<file path="config.mk">
export PLATFORM = sky130hd
export DESIGN_NAME = decimal_text_to_integer_top
export DESIGN_NICKNAME = d
export VERILOG_FILES = /design/src/dtti_pkg.sv /design/src/dtti_step.sv /design/src/dtti_finish.sv /design/src/decimal_text_to_integer_top.sv
export VERILOG_INCLUDE_DIRS = /design/src /design/src/src
export SDC_FILE = /design/constraint.sdc
export NUM_CORES = 1
export LEC_CHECK = 0
export ABC_AREA = 0
export CAP_MARGIN = 30
export CORE_MARGIN = 8
export CORE_UTILIZATION = 40
export DETAILED_ROUTE_END_ITERATION = 12
export DONT_BUFFER_PORTS = 1
export PLACE_DENSITY = 0.64
export SYNTH_ARGS = -nofsm -noshare
export SYNTH_HDL_FRONTEND = slang
export SYNTH_HIERARCHICAL = 1
export SYNTH_SLANG_ARGS = --single-unit
</file>
<file path="constraint.sdc">
create_clock -name i_clk -period 5.05 [get_ports i_clk]
set_input_delay 0.2525 -clock i_clk [delete_from_list [all_inputs] [get_ports i_clk]]
set_output_delay 0.2525 -clock i_clk [all_outputs]
set_load 0.02 [all_outputs]
</file>
<file path="src/assert_macros.svh">
// Assertion macros shared by the decimal text converter modules.
`ifndef ASSERT_MACROS_SVH
`define ASSERT_MACROS_SVH

// Checked on every rising edge while reset is released.
`define DTTI_ASSERT(label, prop, msg) \
    label: assert property (@(posedge i_clk) disable iff (!i_rst_n) prop) else $error(msg);

// Checked on every rising edge, reset included.
`define DTTI_ASSERT_ALWAYS(label, prop, msg) \
    label: assert property (@(posedge i_clk) prop) else $error(msg);

`endif

</file>
<file path="src/dtti_pkg.sv">
// Types, codes and helper functions of the decimal text to integer converter.
package dtti_pkg;

    // Target kinds; bit 2 set means a signed kind.
    localparam logic [2:0] KIND_U8  = 3'd0;
    localparam logic [2:0] KIND_U16 = 3'd1;
    localparam logic [2:0] KIND_U32 = 3'd2;
    localparam logic [2:0] KIND_U64 = 3'd3;
    localparam logic [2:0] KIND_I8  = 3'd4;
    localparam logic [2:0] KIND_I16 = 3'd5;
    localparam logic [2:0] KIND_I32 = 3'd6;
    localparam logic [2:0] KIND_I64 = 3'd7;

    // Character codes of the grammar.
    localparam logic [7:0] CHAR_ZERO  = 8'h30;
    localparam logic [7:0] CHAR_NINE  = 8'h39;
    localparam logic [7:0] CHAR_MINUS = 8'h2D;

    // Result error codes; the sticky mark uses the same encoding.
    typedef enum logic [1:0] {
        ERR_NONE  = 2'd0,
        ERR_EMPTY = 2'd1,
        ERR_BAD   = 2'd2,
        ERR_RANGE = 2'd3
    } t_err;

    // One input item as held in the input register.
    typedef struct packed {
        logic [7:0] char_code;
        logic       has_char;
        logic [2:0] target_kind;
        logic       last;
    } t_in_item;

    // Field state captured on the last character, handed to the range check.
    typedef struct packed {
        logic [63:0] acc;
        logic        neg;
        logic        saw_digit;
        t_err        sticky;
        logic [2:0]  kind;
    } t_field_snap;

    // Largest magnitude allowed for a kind and sign.
    function automatic logic [63:0] limit_for(input logic [2:0] kind, input logic neg);
        logic [63:0] lim;
        case (kind)
            KIND_U8:  lim = 64'h0000_0000_0000_00FF;
            KIND_U16: lim = 64'h0000_0000_0000_FFFF;
            KIND_U32: lim = 64'h0000_0000_FFFF_FFFF;
            KIND_U64: lim = 64'hFFFF_FFFF_FFFF_FFFF;
            KIND_I8:  lim = 64'h0000_0000_0000_007F;
            KIND_I16: lim = 64'h0000_0000_0000_7FFF;
            KIND_I32: lim = neg ? 64'h0000_0000_8000_0000 : 64'h0000_0000_7FFF_FFFF;
            KIND_I64: lim = neg ? 64'h8000_0000_0000_0000 : 64'h7FFF_FFFF_FFFF_FFFF;
            default:  lim = 64'h0;
        endcase
        return lim;
    endfunction

endpackage

</file>
<file path="src/dtti_step.sv">
// Per-character accumulation of one decimal field and its sticky error mark.
`include "assert_macros.svh"

module dtti_step (
    input  logic                 i_clk,
    input  logic                 i_rst_n,
    input  logic                 i_in_valid,
    input  dtti_pkg::t_in_item   i_in,
    input  logic                 i_fin_free,
    output logic                 o_take,
    output logic                 o_snap_valid,
    output dtti_pkg::t_field_snap o_snap
);

    logic [63:0]     r_acc;
    logic            r_neg;
    logic            r_saw;
    dtti_pkg::t_err  r_sticky;
    logic            r_at_start;
    logic [2:0]      r_kind;

    logic [63:0]     n_acc;
    logic            n_neg;
    logic            n_saw;
    dtti_pkg::t_err  n_sticky;
    logic [2:0]      n_kind;

    logic            is_minus;
    logic            is_digit;
    logic            is_bad;
    logic [67:0]     prod;
    logic            ovf;

    // A last item needs room in the range-check stage; other items always move on.
    assign o_take = i_in_valid && (!i_in.last || i_fin_free);

    // Classify the character and form acc*10+digit with carry-out as overflow.
    always_comb begin
        n_kind   = r_at_start ? i_in.target_kind : r_kind;
        is_minus = i_in.has_char && r_at_start && (i_in.char_code == dtti_pkg::CHAR_MINUS)
                   && n_kind[2];
        is_digit = i_in.has_char && !is_minus
                   && (i_in.char_code >= dtti_pkg::CHAR_ZERO)
                   && (i_in.char_code <= dtti_pkg::CHAR_NINE);
        is_bad   = i_in.has_char && !is_minus && !is_digit;
        prod     = ({4'b0, r_acc} << 3) + ({4'b0, r_acc} << 1)
                   + {64'b0, i_in.char_code[3:0]};
        ovf      = |prod[67:64];

        n_acc    = r_acc;
        n_sticky = r_sticky;
        if (is_bad) begin
            n_sticky = dtti_pkg::ERR_BAD;
        end else if (is_digit && (r_sticky == dtti_pkg::ERR_NONE)) begin
            if (ovf) begin
                n_sticky = dtti_pkg::ERR_RANGE;
            end else begin
                n_acc = prod[63:0];
            end
        end
        n_saw = r_saw | is_digit;
        n_neg = r_neg | is_minus;
    end

    // Snapshot of the finished field.
    assign o_snap_valid     = o_take && i_in.last;
    assign o_snap.acc       = n_acc;
    assign o_snap.neg       = n_neg;
    assign o_snap.saw_digit = n_saw;
    assign o_snap.sticky    = n_sticky;
    assign o_snap.kind      = n_kind;

    // Field state; cleared after the last item of a field.
    always_ff @(posedge i_clk) begin
        if (!i_rst_n || o_snap_valid) begin
            r_acc      <= 64'h0;
            r_neg      <= 1'b0;
            r_saw      <= 1'b0;
            r_sticky   <= dtti_pkg::ERR_NONE;
            r_at_start <= 1'b1;
            r_kind     <= dtti_pkg::KIND_U8;
        end else if (o_take) begin
            r_acc      <= n_acc;
            r_neg      <= n_neg;
            r_saw      <= n_saw;
            r_sticky   <= n_sticky;
            r_at_start <= 1'b0;
            r_kind     <= n_kind;
        end
    end

    `DTTI_ASSERT_ALWAYS(a_start_clean, r_at_start |-> (r_acc == 64'h0 && !r_saw && !r_neg && r_sticky == dtti_pkg::ERR_NONE), "field start with leftover state")
    `DTTI_ASSERT(a_last_clears, o_snap_valid |=> r_at_start, "state not cleared after last item")

endmodule

</file>
<file path="src/dtti_finish.sv">
// Range check, sign application and the result output register.
`include "assert_macros.svh"

module dtti_finish (
    input  logic                  i_clk,
    input  logic                  i_rst_n,
    input  logic                  i_snap_valid,
    input  dtti_pkg::t_field_snap i_snap,
    output logic                  o_fin_free,
    output logic                  o_out_valid,
    input  logic                  i_out_ready,
    output logic [63:0]           o_value,
    output logic                  o_ok,
    output dtti_pkg::t_err        o_err
);

    logic                  r_fin_valid;
    dtti_pkg::t_field_snap r_fin;
    logic                  r_out_valid;
    logic [63:0]           r_value;
    logic                  r_ok;
    dtti_pkg::t_err        r_err;

    logic                  out_free;
    logic [63:0]           n_value;
    logic                  n_ok;
    dtti_pkg::t_err        n_err;

    assign out_free   = !r_out_valid || i_out_ready;
    assign o_fin_free = !r_fin_valid || out_free;

    // Snapshot register between the accumulator and the range check.
    always_ff @(posedge i_clk) begin
        if (!i_rst_n) begin
            r_fin_valid <= 1'b0;
        end else begin
            r_fin_valid <= i_snap_valid || (r_fin_valid && !out_free);
        end
    end

    always_ff @(posedge i_clk) begin
        if (i_snap_valid) begin
            r_fin <= i_snap;
        end
    end

    // Error priority: bad character, then missing digit, then out of range.
    always_comb begin
        n_value = 64'h0;
        n_ok    = 1'b0;
        if (r_fin.sticky == dtti_pkg::ERR_BAD) begin
            n_err = dtti_pkg::ERR_BAD;
        end else if (!r_fin.saw_digit) begin
            n_err = dtti_pkg::ERR_EMPTY;
        end else if ((r_fin.sticky == dtti_pkg::ERR_RANGE)
                     || (r_fin.acc > dtti_pkg::limit_for(r_fin.kind, r_fin.neg))) begin
            n_err = dtti_pkg::ERR_RANGE;
        end else begin
            n_err   = dtti_pkg::ERR_NONE;
            n_ok    = 1'b1;
            n_value = r_fin.neg ? (~r_fin.acc + 64'd1) : r_fin.acc;
        end
    end

    // Result register; a new result loads as soon as the old one is taken.
    always_ff @(posedge i_clk) begin
        if (!i_rst_n) begin
            r_out_valid <= 1'b0;
        end else if (out_free) begin
            r_out_valid <= r_fin_valid;
        end
    end

    always_ff @(posedge i_clk) begin
        if (out_free && r_fin_valid) begin
            r_value <= n_value;
            r_ok    <= n_ok;
            r_err   <= n_err;
        end
    end

    assign o_out_valid = r_out_valid;
    assign o_value     = r_value;
    assign o_ok        = r_ok;
    assign o_err       = r_err;

    `DTTI_ASSERT(a_fail_zero, (r_out_valid && !r_ok) |-> (r_value == 64'h0), "failed result carries a nonzero value")
    `DTTI_ASSERT(a_fin_held, (r_fin_valid && !out_free) |=> r_fin_valid, "pending snapshot dropped while output stalled")

endmodule

</file>
<file path="src/decimal_text_to_integer_top.sv">
// Top level of the decimal text to integer converter.
//
//  channel | direction | tdata           | tuser                          | tlast
//  s       | in        | [7:0] char_code | [0] has_char, [3:1] target_kind | last
//  m       | out       | [63:0] value    | [0] ok, [2:1] error_code        | -
//
// One input transfer is taken every cycle while the result side keeps up.
// After its last character is transferred, a result moves on from the input register:
// the step logic behind the input register loads the range-check register, which loads
// the output register.
// The acc*10+digit add in the step stage and the 64-bit range compare set the clock path.
// Reset clears all valid flags and the field state; no clearing pass is needed.
// A stalled result side holds one result and one pending field; characters keep flowing until a last one waits.

module decimal_text_to_integer_top (
    input  logic        i_clk,
    input  logic        i_rst_n,
    input  logic        i_s_tvalid,
    output logic        o_s_tready,
    input  logic [7:0]  i_s_tdata,   // [7:0] char_code
    input  logic [3:0]  i_s_tuser,   // [0] has_char, [3:1] target_kind
    input  logic        i_s_tlast,
    output logic        o_m_tvalid,
    input  logic        i_m_tready,
    output logic [63:0] o_m_tdata,   // [63:0] value
    output logic [2:0]  o_m_tuser    // [0] ok, [2:1] error_code
);

    logic                  r_in_valid;
    dtti_pkg::t_in_item    r_in;

    logic                  take;
    logic                  fin_free;
    logic                  snap_valid;
    dtti_pkg::t_field_snap snap;
    logic                  ok;
    dtti_pkg::t_err        err;

    assign o_s_tready = !r_in_valid || take;

    // Input register.
    always_ff @(posedge i_clk) begin
        if (!i_rst_n) begin
            r_in_valid <= 1'b0;
        end else if (o_s_tready) begin
            r_in_valid <= i_s_tvalid;
        end
    end

    always_ff @(posedge i_clk) begin
        if (i_s_tvalid && o_s_tready) begin
            r_in.char_code   <= i_s_tdata;
            r_in.has_char    <= i_s_tuser[0];
            r_in.target_kind <= i_s_tuser[3:1];
            r_in.last        <= i_s_tlast;
        end
    end

    dtti_step u_step (
        .i_clk        (i_clk),
        .i_rst_n      (i_rst_n),
        .i_in_valid   (r_in_valid),
        .i_in         (r_in),
        .i_fin_free   (fin_free),
        .o_take       (take),
        .o_snap_valid (snap_valid),
        .o_snap       (snap)
    );

    dtti_finish u_finish (
        .i_clk        (i_clk),
        .i_rst_n      (i_rst_n),
        .i_snap_valid (snap_valid),
        .i_snap       (snap),
        .o_fin_free   (fin_free),
        .o_out_valid  (o_m_tvalid),
        .i_out_ready  (i_m_tready),
        .o_value      (o_m_tdata),
        .o_ok         (ok),
        .o_err        (err)
    );

    assign o_m_tuser = {err, ok};

endmodule

</file>
; Word level (Yosys, flattened, before mapping)
; Index checks and enable logic that the tools add are counted.
[word_totals]
reg_bits = 226
[op_classes]
n_reduce_logical = 33
n_mux = 16
n_bitwise = 4
add_sub_neg = 3
n_lt_le_gt_ge = 3
eq_ne = 10
[ops]
columns = cell, count
row1 = $pmux W64 S8, 1
row2 = $mux W64, 7
row3 = $add A67 B65 Y68, 1
row4 = $add A68 B4 Y68, 1
row5 = $add A64 B1 Y64 const B, 1
row6 = $gt A64 B64 Y1, 1
row7 = $not A64 Y64, 1
row8 = $mux W32, 1
row9 = $logic_and A1 B1 Y1, 13
row10 = $eq A3 B3 Y1 const B, 4
row11 = $mux W2, 5
row12 = $eq A8 B6 Y1 const B, 1
row13 = $ge A8 B6 Y1 const B, 1
row14 = $le A8 B6 Y1 const B, 1
row15 = $logic_not A1 Y1, 8
row16 = $logic_or A1 B1 Y1, 7
row17 = $eq A3 B2 Y1 const B, 2
row18 = $eq A2 B2 Y1 const B, 2
row19 = $reduce_or A4 Y1, 1
row20 = $eq A3 B1 Y1 const B, 1
row21 = $logic_not A3 Y1, 1
row22 = $mux W3, 1
row23 = $reduce_or A3 Y1, 1
row24 = $logic_not A2 Y1, 1
row25 = other kinds (4), 5

; Depth between registers and ports, before layout
; Gate-level depths: netlist of the first run.
[depth]
ltp_word = 10
depth_mapped = 16

; Modules after synthesis
; The synthesis of the first run kept the hierarchy.
[by_module_without_submodules]
columns = mod, instances, cells_each, area_per_inst_um2
row1 = dtti_step, 1, 1108, 8926.1
row2 = dtti_finish, 1, 615, 7787.5
row3 = decimal_text_to_integer_top, 1, 19, 455.4

; Worst setup path before layout of the first run
; Ideal clock, no wire load.
[synth_path]
kind = reg2reg
from = register u_finish.r_out_valid (netlist: u_finish/o_out_valid)
to = register u_step.r_acc[61]
stages_incl_launch_ff = 9
period_less_slack_ns = 4.851
slack_ns = 0.199
t_arrival_ns = 4.735
required_ns = 4.934
cell_sequence = dfxtp_1 -> nor2b_1 -> nand2_1 -> o21ai_1 -> nor2_1 -> nor2b_1 -> clkbuf_1 -> clkbuf_1 -> a31o_2
[synth_between]
elab_chain_cells = 7
[synth_lines]
columns = element, line_no
row1 = start: declaration, dtti_finish.sv:19  ; logic r_out_valid;
row2 = start signal: assignment, dtti_finish.sv:70  ; r_out_valid <= r_fin_valid;
row3 = $logic_not A1 Y1, dtti_finish.sv:29  ; assign out_free = !r_out_valid || i_out_ready;
row4 = $logic_or A1 B1 Y1, dtti_finish.sv:29
row5 = $logic_or A1 B1 Y1, dtti_finish.sv:30  ; assign o_fin_free = !r_fin_valid || out_free;
row6 = via fin_free, decimal_text_to_integer_top.sv:33  ; logic fin_free;
row7 = $logic_or A1 B1 Y1, dtti_step.sv:35  ; assign o_take = i_in_valid && (!i_in.last || i_fin_free);
row8 = $logic_and A1 B1 Y1, dtti_step.sv:35
row9 = $logic_and A1 B1 Y1, dtti_step.sv:66  ; assign o_snap_valid = o_take && i_in.last;
row10 = via snap_valid, decimal_text_to_integer_top.sv:34  ; logic snap_valid;
row11 = $logic_or A1 B1 Y1, dtti_step.sv:75  ; if (!i_rst_n || o_snap_valid) begin
row12 = end signal: assignment, dtti_step.sv:83  ; r_acc <= n_acc;
row13 = end: declaration, dtti_step.sv:15  ; logic [63:0] r_acc;
; The timed path passes the listed nets, and every way through them passes these cells.
; A chain may end at the register's enable or synchronous reset.

==> impl_metrics.py, run 1 <==
metrics = {
    "outcome": {
        "status": "complete, no violations",
    },
    "placed_design": {
        "placed_area_um2": 17600,
        "dp_hpwl_um": 34000,
        "place.port_buffers": 0,
        "place_ws_ns": 0.341,
        "gp_congestion": 0.912,
        "dpl.cell_count": 2212,
    },
    "global_routing": {
        "grt.total_usage_pct": 17.0,
        "overflow": 0,
        "grt_pass1_vias": 12900,
        "antenna_found_initial": 0,
        "grt_max_degree": 73,
        "grt_pass1_wl_um": 69900,
    },
    "synth": {
        "syn_inst": 1742,
        "synth-seq-cells": 226,
        "synth_mux_area_share_pct": 8.26,
        "ys_types": 88,
        "synth_compound_area_share_pct": 18.1,
        "synthTopCellsByCount": "nand2_1, ha_1, edfxtp_1",
        "synth_nets": 1953,
        "synth_top_area_cell": "edfxtp_1",
        "ys_top_cells_by_area": "edfxtp_1, ha_1, dfxtp_1, mux2_4, nand2_1",
        "synth-xor-area-share_pct": 6.17,
        "ys.warnings.count": 6,
        "synth_top_family_by_area": "compound AO/OA/AOI/OAI gates",
        "yosys.area_share.adder_pct": 14.2,
        "ys_async_sr_fraction_pct": 0,
        "seq_area_frac_synth_pct": 35.2,
        "yosys.area_share.simple_pct": 14.5,
        "synth.most_common_cell": "nand2_1",
        "syn_avg_cell_area_um2": 9.86,
        "synth_top_area_share_pct": 26.4,
        "synth_area_um2": 17200,
        "synthFlopType": "edfxtp_1",
        "synth-edff-count": 151,
    },
    "worst_setup_path": {
        "rr_worst_depth": 14,
        "worstSetupPathType": "flip-flop to flip-flop",
        "end_kind": "flip-flop",
        "arrival_ns": 4.96,
        "cp_max_fo": 38,
        "reg2reg_slack_ns": 0.39,
        "setup.worst_path.start_class": "flip-flop",
        "worstReg2RegEnd": "u_finish/r_fin[22]",
        "worstPathRequired_ns": 5.36,
        "r2r-start": "r_in[8]",
    },
    "sta": {
        "worst_pin_slew_ns": 0.867,
        "rsz0062_at_grt": "no",
        "hold_violations": 0,
        "slew_violations": 0,
        "fin_ws_ns": 0.393,
        "fin_crit_ns": 4.66,
        "clock_skew_ns": 0.0110,
        "max_freq_mhz": 215,
        "fin_hold_ws_ns": 0.0240,
        "setup_tns_ns": 0,
        "setup_viol": 0,
        "min_period_over_period_pct": 92.2,
        "slew_headroom_pct": 41.8,
    },
    "finish": {
        "areaGrowthSynthToFinish_pct": 8.85,
        "layoutNonFillerInstCount": 2282,
        "drive_gt1_share_pct": 9.97,
        "nNetsFinal": 1925,
        "fin_area_um2": 18700,
        "fillers": 4026,
    },
    "routing": {
        "vias_per_cell": 5.83,
        "ant_nets": 0,
        "dr.pass1.iters": 5,
        "wirelength_um": 43300,
        "via_count": 13300,
        "drc": 0,
        "drtIter0Drc": 1048,
        "detail_route.wl_per_cell_um": 19.0,
    },
    "floorplanning": {
        "dieArea_um2": 49800,
        "rows": 76,
        "pin_count": 86,
        "die_height_um": 223,
        "die_x_um": 223,
        "coreArea_um2": 42700,
        "start_util_pct": 40.2,
    },
    "hold_path": {
        "hold_class": "primary input to flip-flop",
        "hold_end": "u_finish/r_fin_valid",
        "hold_depth": 3,
        "min_from": "i_m_tready",
    },
    "clocking": {
        "cts_tree": "done",
        "htreeDepth": 1,
        "clkSinkCount": 226,
        "cts_buffer_depth": 3,
        "clock_latency_ns": 0.56,
        "cts_buffers": 27,
        "clkSlewWorstSetupHoldPaths_ns": 0.06,
        "cts-root-buf": "clkbuf_16",
    },
    "power_and_ir_drop": {
        "power_density_nw_per_um2": 226,
        "irDropWorstVdd_mv": 0.196,
        "leakage_uw": 0.00746,
    },
    "flow_run": {
        "drv_cap": 0,
    },
}
[sequential cells by signal (all words and copies together) (netlist names), 2 cells and up]
signal,flops
u_finish/r_fin,71
u_finish/o_value,64
u_step/r_acc,64
r_in,13
u_step/r_kind,3
u_finish/o_err,2
u_step/r_sticky,2
[report_power, final]
group	leakage (uW)	internal (uW)	switching [uW]	total [uW]
sequential	0.00203	2010	63.1	2070
clock	0.000418	1080	783	1870
combinational	0.00502	106	169	275
total	0.00746	3200	1020	4220
[kinds of logic (layout without fill, tap and decap cells)]
group,Yosys count,in the layout
and+or+nand+nor,485,485
DFF,226,226
xor gates and xnor gates,121,121
buffers and inverters,135,128
adders and majority gates,194,194
other,0,1
muxes,112,112
AOI/OAI and AO/OA,469,469
[what timing repair did]
action / CTS / global route
setup endpoints to repair: 0 / 66
resized for setup: 0 / 1
endpoints found under the hold margin: 16 / 0
setup buffers: 0 / 1
hold buffers: 16 / 0
[per-layer routing]
metal  GRT usage, %  up-vias  routed length [um]
li1               -     6562                   -
met1           23.7     6324               20600
met2           27.1      347               19400
met3           2.27       75                2390
met4           4.91        0                1020
met5              0        -                   0
[layout make-up]
type / count / area, um2 / area share [%]
diodes: 1 / 2.50 / 0.0134
well taps: 546 / 683 / 3.66
flip-flops and latches: 226 / 6040 / 32.3
clock inverters: 21 / 171 / 0.917
inverters: 36 / 135 / 0.723
multi-input cells: 1381 / 10600 / 56.5
clock buffers: 29 / 683 / 3.66
repair buffers: 42 / 425 / 2.28
[worst max-delay path, stage by stage, from the launching register on]
cell,delay [ns]
edfxtp_1,0.36
inv_1,0.07
fa_1,0.52
fa_1,0.48
nor2b_1,0.18
o2111ai_1,0.19
a2111oi_2,0.57
o31ai_1,0.21
nand2_1,0.20
a31oi_1,0.13
mux2i_1,0.20
o21ai_1,0.11
or3_4,0.55
buf_12,0.27
mux2_4,0.33
[per-stage QoR]
| step | power (uW) | utilization (%) |
|---|---|---|
| after floorplan | 2290 | - |
| after global placement | 2360 | 41.3 |
| after detailed placement | 2380 | 41.3 |
| after CTS | 4270 | 43.7 |
| after global routing | 4390 | 43.8 |
| final | 4220 | 43.8 |
[worst max-delay path by stage]
stage / endpoint / from / slack [ns]
floorplan: u_step/r_acc[61] / u_finish/o_out_valid / 0.20
global placement: u_finish/r_fin[52] / r_in[8] / 0.45
detailed placement: u_step/r_acc[21] / r_in[8] / 0.34
CTS: u_step/r_acc[21] / r_in[8] / 0.29
global route: u_finish/r_fin[22] / r_in[8] / 0.12
finish: u_finish/r_fin[22] / r_in[8] / 0.39
[placed cells by master, fill, tap and decap left out, types with 9 or more instances in the layout]
| cell type | n |
|---|---|
| clkbuf_16 | 27 |
| a211oi_1 | 70 |
| or3_1 | 14 |
| nor3_1 | 27 |
| dlygate4sd3_1 | 16 |
| buf_4 | 20 |
| xor2_1 | 80 |
| o21a_1 | 17 |
| mux2i_1 | 48 |
| o21bai_1 | 14 |
| o41ai_1 | 17 |
| or4_1 | 13 |
| mux2_4 | 58 |
| edfxtp_1 | 151 |
| inv_1 | 36 |
| nor2_1 | 48 |
| nand4_1 | 54 |
| a21o_1 | 36 |
| o21ai_1 | 11 |
| nor2b_1 | 14 |
| o211ai_1 | 15 |
| nand3_1 | 27 |
| a31oi_1 | 9 |
| xnor2_1 | 41 |
| nor4_1 | 10 |
| o21ai_0 | 86 |
| dfxtp_1 | 75 |
| nand2_1 | 211 |
| o31ai_1 | 27 |
| and2_1 | 10 |
| a21oi_1 | 115 |
| ha_1 | 192 |
No activity file was read; power rests on OpenSTA's default activity.
==> run 2, diff against run 1 <==
Settings changed: CORE_MARGIN 8 to 10.
==> run 2 against run 1 <==
Against the previous run:
- fmax decreased by 1.0%
- critical endpoint is now u_finish/r_fin[49]
- final area rose by 0.83%
- hold slack gained 0.026 ns
- combinational power hardly changed
- clock skew is 0.010 ns higher
- die area grew 3.6%
- clock-buffer cell count up 2
- critical path depth stayed put
- power increased by 8.5%
- first-iteration DRC count up 21%
==> impl_metrics.py, run 2 (synthesized netlist as in run 1, its figures left out) <==
metrics = {
    "outcome": {
        "status": "complete, no violations",
    },
    "floorplanning": {
        "start_util_pct": 40.7,
        "pin_count": 86,
        "rows": 75,
        "die_x_um": 227,
        "dieArea_um2": 51600,
        "die_height_um": 227,
        "coreArea_um2": 42200,
    },
    "global_routing": {
        "grt_max_degree": 94,
        "grt_pass1_vias": 12700,
        "grt.total_usage_pct": 16.7,
        "antenna_found_initial": 0,
        "overflow": 0,
        "grt_pass1_wl_um": 69800,
    },
    "finish": {
        "nNetsFinal": 1921,
        "layout_commonest_cell": "nand2_1",
        "final_core_util_pct": 44.6,
        "regMostFlops": "u_finish/r_fin",
        "largest_reg_flops": 71,
        "fin_area_um2": 18800,
        "fillers": 3989,
        "areaGrowthSynthToFinish_pct": 9.75,
        "n_antenna_cell": 0,
        "drive_gt1_share_pct": 9.87,
        "layout_common_cells": "nand2_1, ha_1, edfxtp_1",
    },
    "clocking": {
        "cts_buffer_depth": 3,
        "cts_tree": "done",
        "postCtsSetupBuffers": 0,
        "clkSinkCount": 226,
        "clkSlewWorstSetupHoldPaths_ns": 0.06,
        "htreeDepth": 1,
        "cts-root-buf": "clkbuf_16",
        "clock_latency_ns": 0.58,
        "cts_buffers": 28,
    },
    "placed_design": {
        "gp_congestion": 0.944,
        "placed_area_um2": 17600,
        "place.port_buffers": 0,
        "dp_hpwl_um": 33900,
    },
    "sta": {
        "clock_skew_ns": 0.0212,
        "slew_headroom_pct": 34.6,
        "setup_tns_ns": 0,
        "worst_pin_slew_ns": 0.970,
        "hold_violations": 0,
        "slew_violations": 0,
        "fin_crit_ns": 4.70,
        "setup_viol": 0,
        "rsz0062_at_grt": "no",
        "min_period_over_period_pct": 93.2,
        "max_freq_mhz": 213,
    },
    "worst_setup_path": {
        "crit_path_end": "u_finish/r_fin[49]",
        "startpoint": "r_in[8]",
        "setup.worst_path.start_class": "flip-flop",
        "worstReg2RegEnd": "u_finish/r_fin[49]",
        "cp_max_fo": 38,
        "reg2reg_slack_ns": 0.35,
        "worstPathRequired_ns": 5.38,
        "rr_worst_depth": 14,
        "arrival_ns": 5.03,
        "worstSetupPathType": "flip-flop to flip-flop",
        "end_kind": "flip-flop",
        "r2r-start": "r_in[8]",
    },
    "routing": {
        "drc": 0,
        "detail_route.wl_per_cell_um": 19.3,
        "via_count": 13400,
        "dr.pass1.iters": 5,
        "wirelength_um": 43900,
        "ant_nets": 0,
        "drtIter0Drc": 1270,
        "vias_per_cell": 5.88,
    },
    "power_and_ir_drop": {
        "power_density_nw_per_um2": 243,
        "leakage_uw": 0.00753,
        "irDropWorstVdd_mv": 0.276,
    },
    "flow_run": {
        "drv_cap": 0,
    },
    "hold_path": {
        "hold_class": "primary input to flip-flop",
    },
}
## run 2: cell count changes in the layout (fill, tap and decap cells not counted), sizes merged
| cell | previous run | this run |
|---|---|---|
| buf | 25 | 20 |
| bufinv | 2 | 6 |
| clkinv | 15 | 11 |
| clkbuf | 30 | 31 |
| diode | 1 | 0 |
| dlygate4sd3 | 16 | 17 |
## run 2: cell type report
type,count,area [um2],area share [%]
inverters,36,135,0.717
well taps,539,674,3.58
multi-input cells,1381,10600,56.0
clock buffers,31,753,4.00
clock inverters,21,295,1.57
flip-flops and latches,226,6040,32.0
repair buffers,37,390,2.07
## run 2: worst min-delay path by stage
| stage | startpoint | to | slack (ns) | depth (start not counted) |
|---|---|---|---|---|
| after CTS | i_s_tvalid | r_in[5] | 0.02 | 1 |
| after global placement | i_s_tuser[0] | r_in[4] | 0.35 | 0 |
| final | i_s_tvalid | r_in[5] | 0.05 | 1 |
| after detailed placement | i_s_tdata[7] | r_in[12] | 0.35 | 0 |
| after global routing | i_s_tvalid | r_in[4] | 0.03 | 1 |
| after floorplan | i_s_tlast | r_in[0] | 0.35 | 0 |
## run 2: repair_timing
item                       CTS  global route
hold buffers                17             0
gates resized for setup      0             1
hold endpoints to repair    16             0
setup endpoints to repair    0            50
## run 2: metal layers
metal	part of all wire, %	vias up	GRT usage [%]
met2	44	362	26.2
met5	0	-	0
met1	48	6396	23.2
met3	5.7	53	3.02
met4	1.9	0	4.43
li1	-	6546	-
## run 2: critical path: stages, from the launching register on
cell and delay (ns):
edfxtp_1 0.38, inv_1 0.07, fa_1 0.52, fa_1 0.48, nor2b_1 0.19, o2111ai_1 0.26, a2111oi_4 0.51, o2111a_1 0.28
o21ai_1 0.11, a21o_1 0.17, a21boi_1 0.18, o21ai_1 0.13, or3_4 0.55, buf_12 0.27, mux2_4 0.33
## run 2: power breakdown
group	internal [uW]	leakage [uW]	switching, uW
clock	1390	0.000505	837
combinational	106	0.00500	168
sequential	2010	0.00203	63.3
## run 2: metrics by stage
stage / total power (uW) / hold slack [ns] / cells / setup WS [ns]
2_1_floorplan: 2290 / 0.351 / 1742 / 0.199
3_3_place_gp: 2360 / 0.351 / 2201 / 0.442
3_5_place_dp: 2380 / 0.351 / 2201 / 0.296
4_1_cts: 4630 / 0.0177 / 2270 / 0.289
5_1_grt: 4750 / 0.0300 / 2271 / 0.0784
6_report: 4570 / 0.0505 / 2271 / 0.345
==> run 3, diff against run 2 <==
Settings changed: MAX_ROUTING_LAYER set to met4, PLACE_DENSITY 0.64 to 0.62.
Clock period 5.05 ns to 4.9 ns, I/O delays scaled along.
==> run 3 against run 2 <==
Against the previous run:
- fmax grew 0.21%
- flip-flop and latch count did not move
- critical path type unchanged
- cell count rose by 0.35%
- global-route usage increased by 0.72 points
- largest cell class unchanged
- highest routed layer unchanged
- first-iteration DRC count decreased by 22%
- die area did not move
==> impl_metrics.py, run 3 (synthesized netlist as in run 1, its figures left out) <==
metrics = {
    "finish": {
        "regMostFlops": "u_finish/r_fin",
        "n_antenna_cell": 0,
        "areaGrowthSynthToFinish_pct": 9.92,
        "fin_area_um2": 18900,
        "largest_reg_flops": 71,
        "nNetsFinal": 1929,
        "drive_gt1_share_pct": 10.4,
        "fillers": 4002,
        "layout_common_cells": "nand2_1, ha_1, edfxtp_1",
        "layout_commonest_cell": "nand2_1",
    },
    "global_routing": {
        "grt_pass1_vias": 12800,
        "overflow": 0,
        "antenna_found_initial": 0,
        "grt.total_usage_pct": 17.4,
        "grt_max_degree": 78,
        "grt_pass1_wl_um": 71000,
    },
    "worst_setup_path": {
        "startpoint": "r_in[8]",
        "worstPathRequired_ns": 5.21,
        "r2r-start": "r_in[8]",
        "setup.worst_path.start_class": "flip-flop",
        "worstReg2RegEnd": "u_finish/r_fin[38]",
        "arrival_ns": 5.00,
        "worstSetupPathType": "flip-flop to flip-flop",
        "end_kind": "flip-flop",
        "rr_worst_depth": 15,
        "reg2reg_slack_ns": 0.20,
        "cp_max_fo": 38,
        "crit_path_end": "u_finish/r_fin[38]",
    },
    "routing": {
        "ant_nets": 0,
        "via_count": 13300,
        "drc": 0,
        "wirelength_um": 44300,
        "dr.pass1.iters": 5,
        "detail_route.wl_per_cell_um": 19.4,
        "drtIter0Drc": 988,
        "vias_per_cell": 5.85,
    },
    "sta": {
        "worst_pin_slew_ns": 0.809,
        "slew_violations": 0,
        "setup_viol": 0,
        "slew_headroom_pct": 46.0,
        "clock_skew_ns": 0.0294,
        "fin_crit_ns": 4.70,
        "rsz0062_at_grt": "no",
        "max_freq_mhz": 213,
        "min_period_over_period_pct": 95.8,
        "hold_violations": 0,
        "setup_tns_ns": 0,
    },
    "clocking": {
        "clkSinkCount": 226,
        "clock_latency_ns": 0.58,
        "clkSlewWorstSetupHoldPaths_ns": 0.06,
        "cts_tree": "done",
        "cts_buffer_depth": 3,
        "cts-root-buf": "clkbuf_16",
        "htreeDepth": 1,
        "cts_buffers": 29,
    },
    "flow_run": {
        "drv_cap": 0,
    },
    "floorplanning": {
        "coreArea_um2": 42200,
        "rows": 75,
        "dieArea_um2": 51600,
        "pin_count": 86,
        "die_height_um": 227,
        "die_x_um": 227,
        "start_util_pct": 40.7,
    },
    "placed_design": {
        "dp_hpwl_um": 34400,
        "placed_area_um2": 17600,
        "gp_congestion": 0.929,
        "place.port_buffers": 0,
    },
    "power_and_ir_drop": {
        "power_density_nw_per_um2": 245,
        "irDropWorstVdd_mv": 0.208,
        "finalPower_uw": 4620,
        "leakage_uw": 0.00754,
    },
    "outcome": {
        "status": "complete, no violations",
    },
    "hold_path": {
        "hold_class": "primary input to flip-flop",
    },
}
[run 3: cell count changes in the layout (fill, tap and decap cells not counted), sizes merged]
cell / delta
buf: +7
inv: +1
clkinvlp: +3
clkinv: -3
bufinv: -2
clkbuf: +2
[run 3: worst min-delay path by stage]
stage	startpoint	endpoint	slack (ns)	depth (start not counted)
after global placement	i_s_tdata[7]	r_in[12]	0.34	0
after detailed placement	i_s_tuser[0]	r_in[4]	0.34	0
after CTS	i_s_tvalid	r_in[0]	0.03	1
after global routing	i_s_tvalid	r_in[0]	0.03	1
final	i_s_tvalid	r_in[0]	0.05	1
after floorplan	i_s_tlast	r_in[0]	0.34	0
[run 3: final cells by class]
cell class                 count  area (um2)  share of cell area [%]
clock buffer                  33         771                    4.08
clock inverter                20         224                    1.19
inverter                      36         135                   0.716
multi-input combinational   1381       10600                    56.0
sequential                   226        6040                    32.0
tap                          539         674                    3.57
timing repair buffer          44         468                    2.48
[run 3: per-stage QoR]
stage	util [%]	hold slack (ns)	cells	setup WS (ns)
after floorplan	-	0.344	1742	0.0488
after global placement	41.8	0.344	2206	0.274
after detailed placement	41.8	0.344	2206	0.157
after CTS	44.5	0.0292	2276	0.139
after global routing	44.7	0.0340	2279	0.0212
final	44.7	0.0472	2279	0.205
[run 3: power breakdown]
group	internal (uW)	switching (uW)
Sequential	2070	66.5
Clock	1340	851
Combinational	111	176
Total	3520	1090
[run 3: what timing repair did]
action | CTS | global route
setup endpoints to repair | 0 | 39
gates resized for setup | 0 | 2
hold buffers | 17 | 0
buffers inserted | 0 | 1
hold endpoints to repair | 17 | 0
[run 3: critical path, stage by stage, from the launching register on]
cell and delay (ns):
edfxtp_1 0.37, inv_1 0.07, fa_1 0.59, inv_1 0.06, ha_1 0.29, a211oi_1 0.08, o21a_1 0.24, a2111oi_1 0.56
o31a_1 0.30, o211a_1 0.28, o2111ai_2 0.14, nand3_1 0.22, nand3_4 0.13, or3_4 0.49, buf_12 0.25, mux2_4 0.33
[run 3: per-layer routing]
layer / share of wire, % / track usage, % / wire (um) / vias to the layer above
met2: 44 / 26.7 / 19600 / 323
met4: 2.1 / 4.69 / 945 / 0
met1: 49 / 23.7 / 21800 / 6369
met3: 4.5 / 2.35 / 2000 / 60
li1: - / - / - / 6571
met5: 0 / - / 0 / -
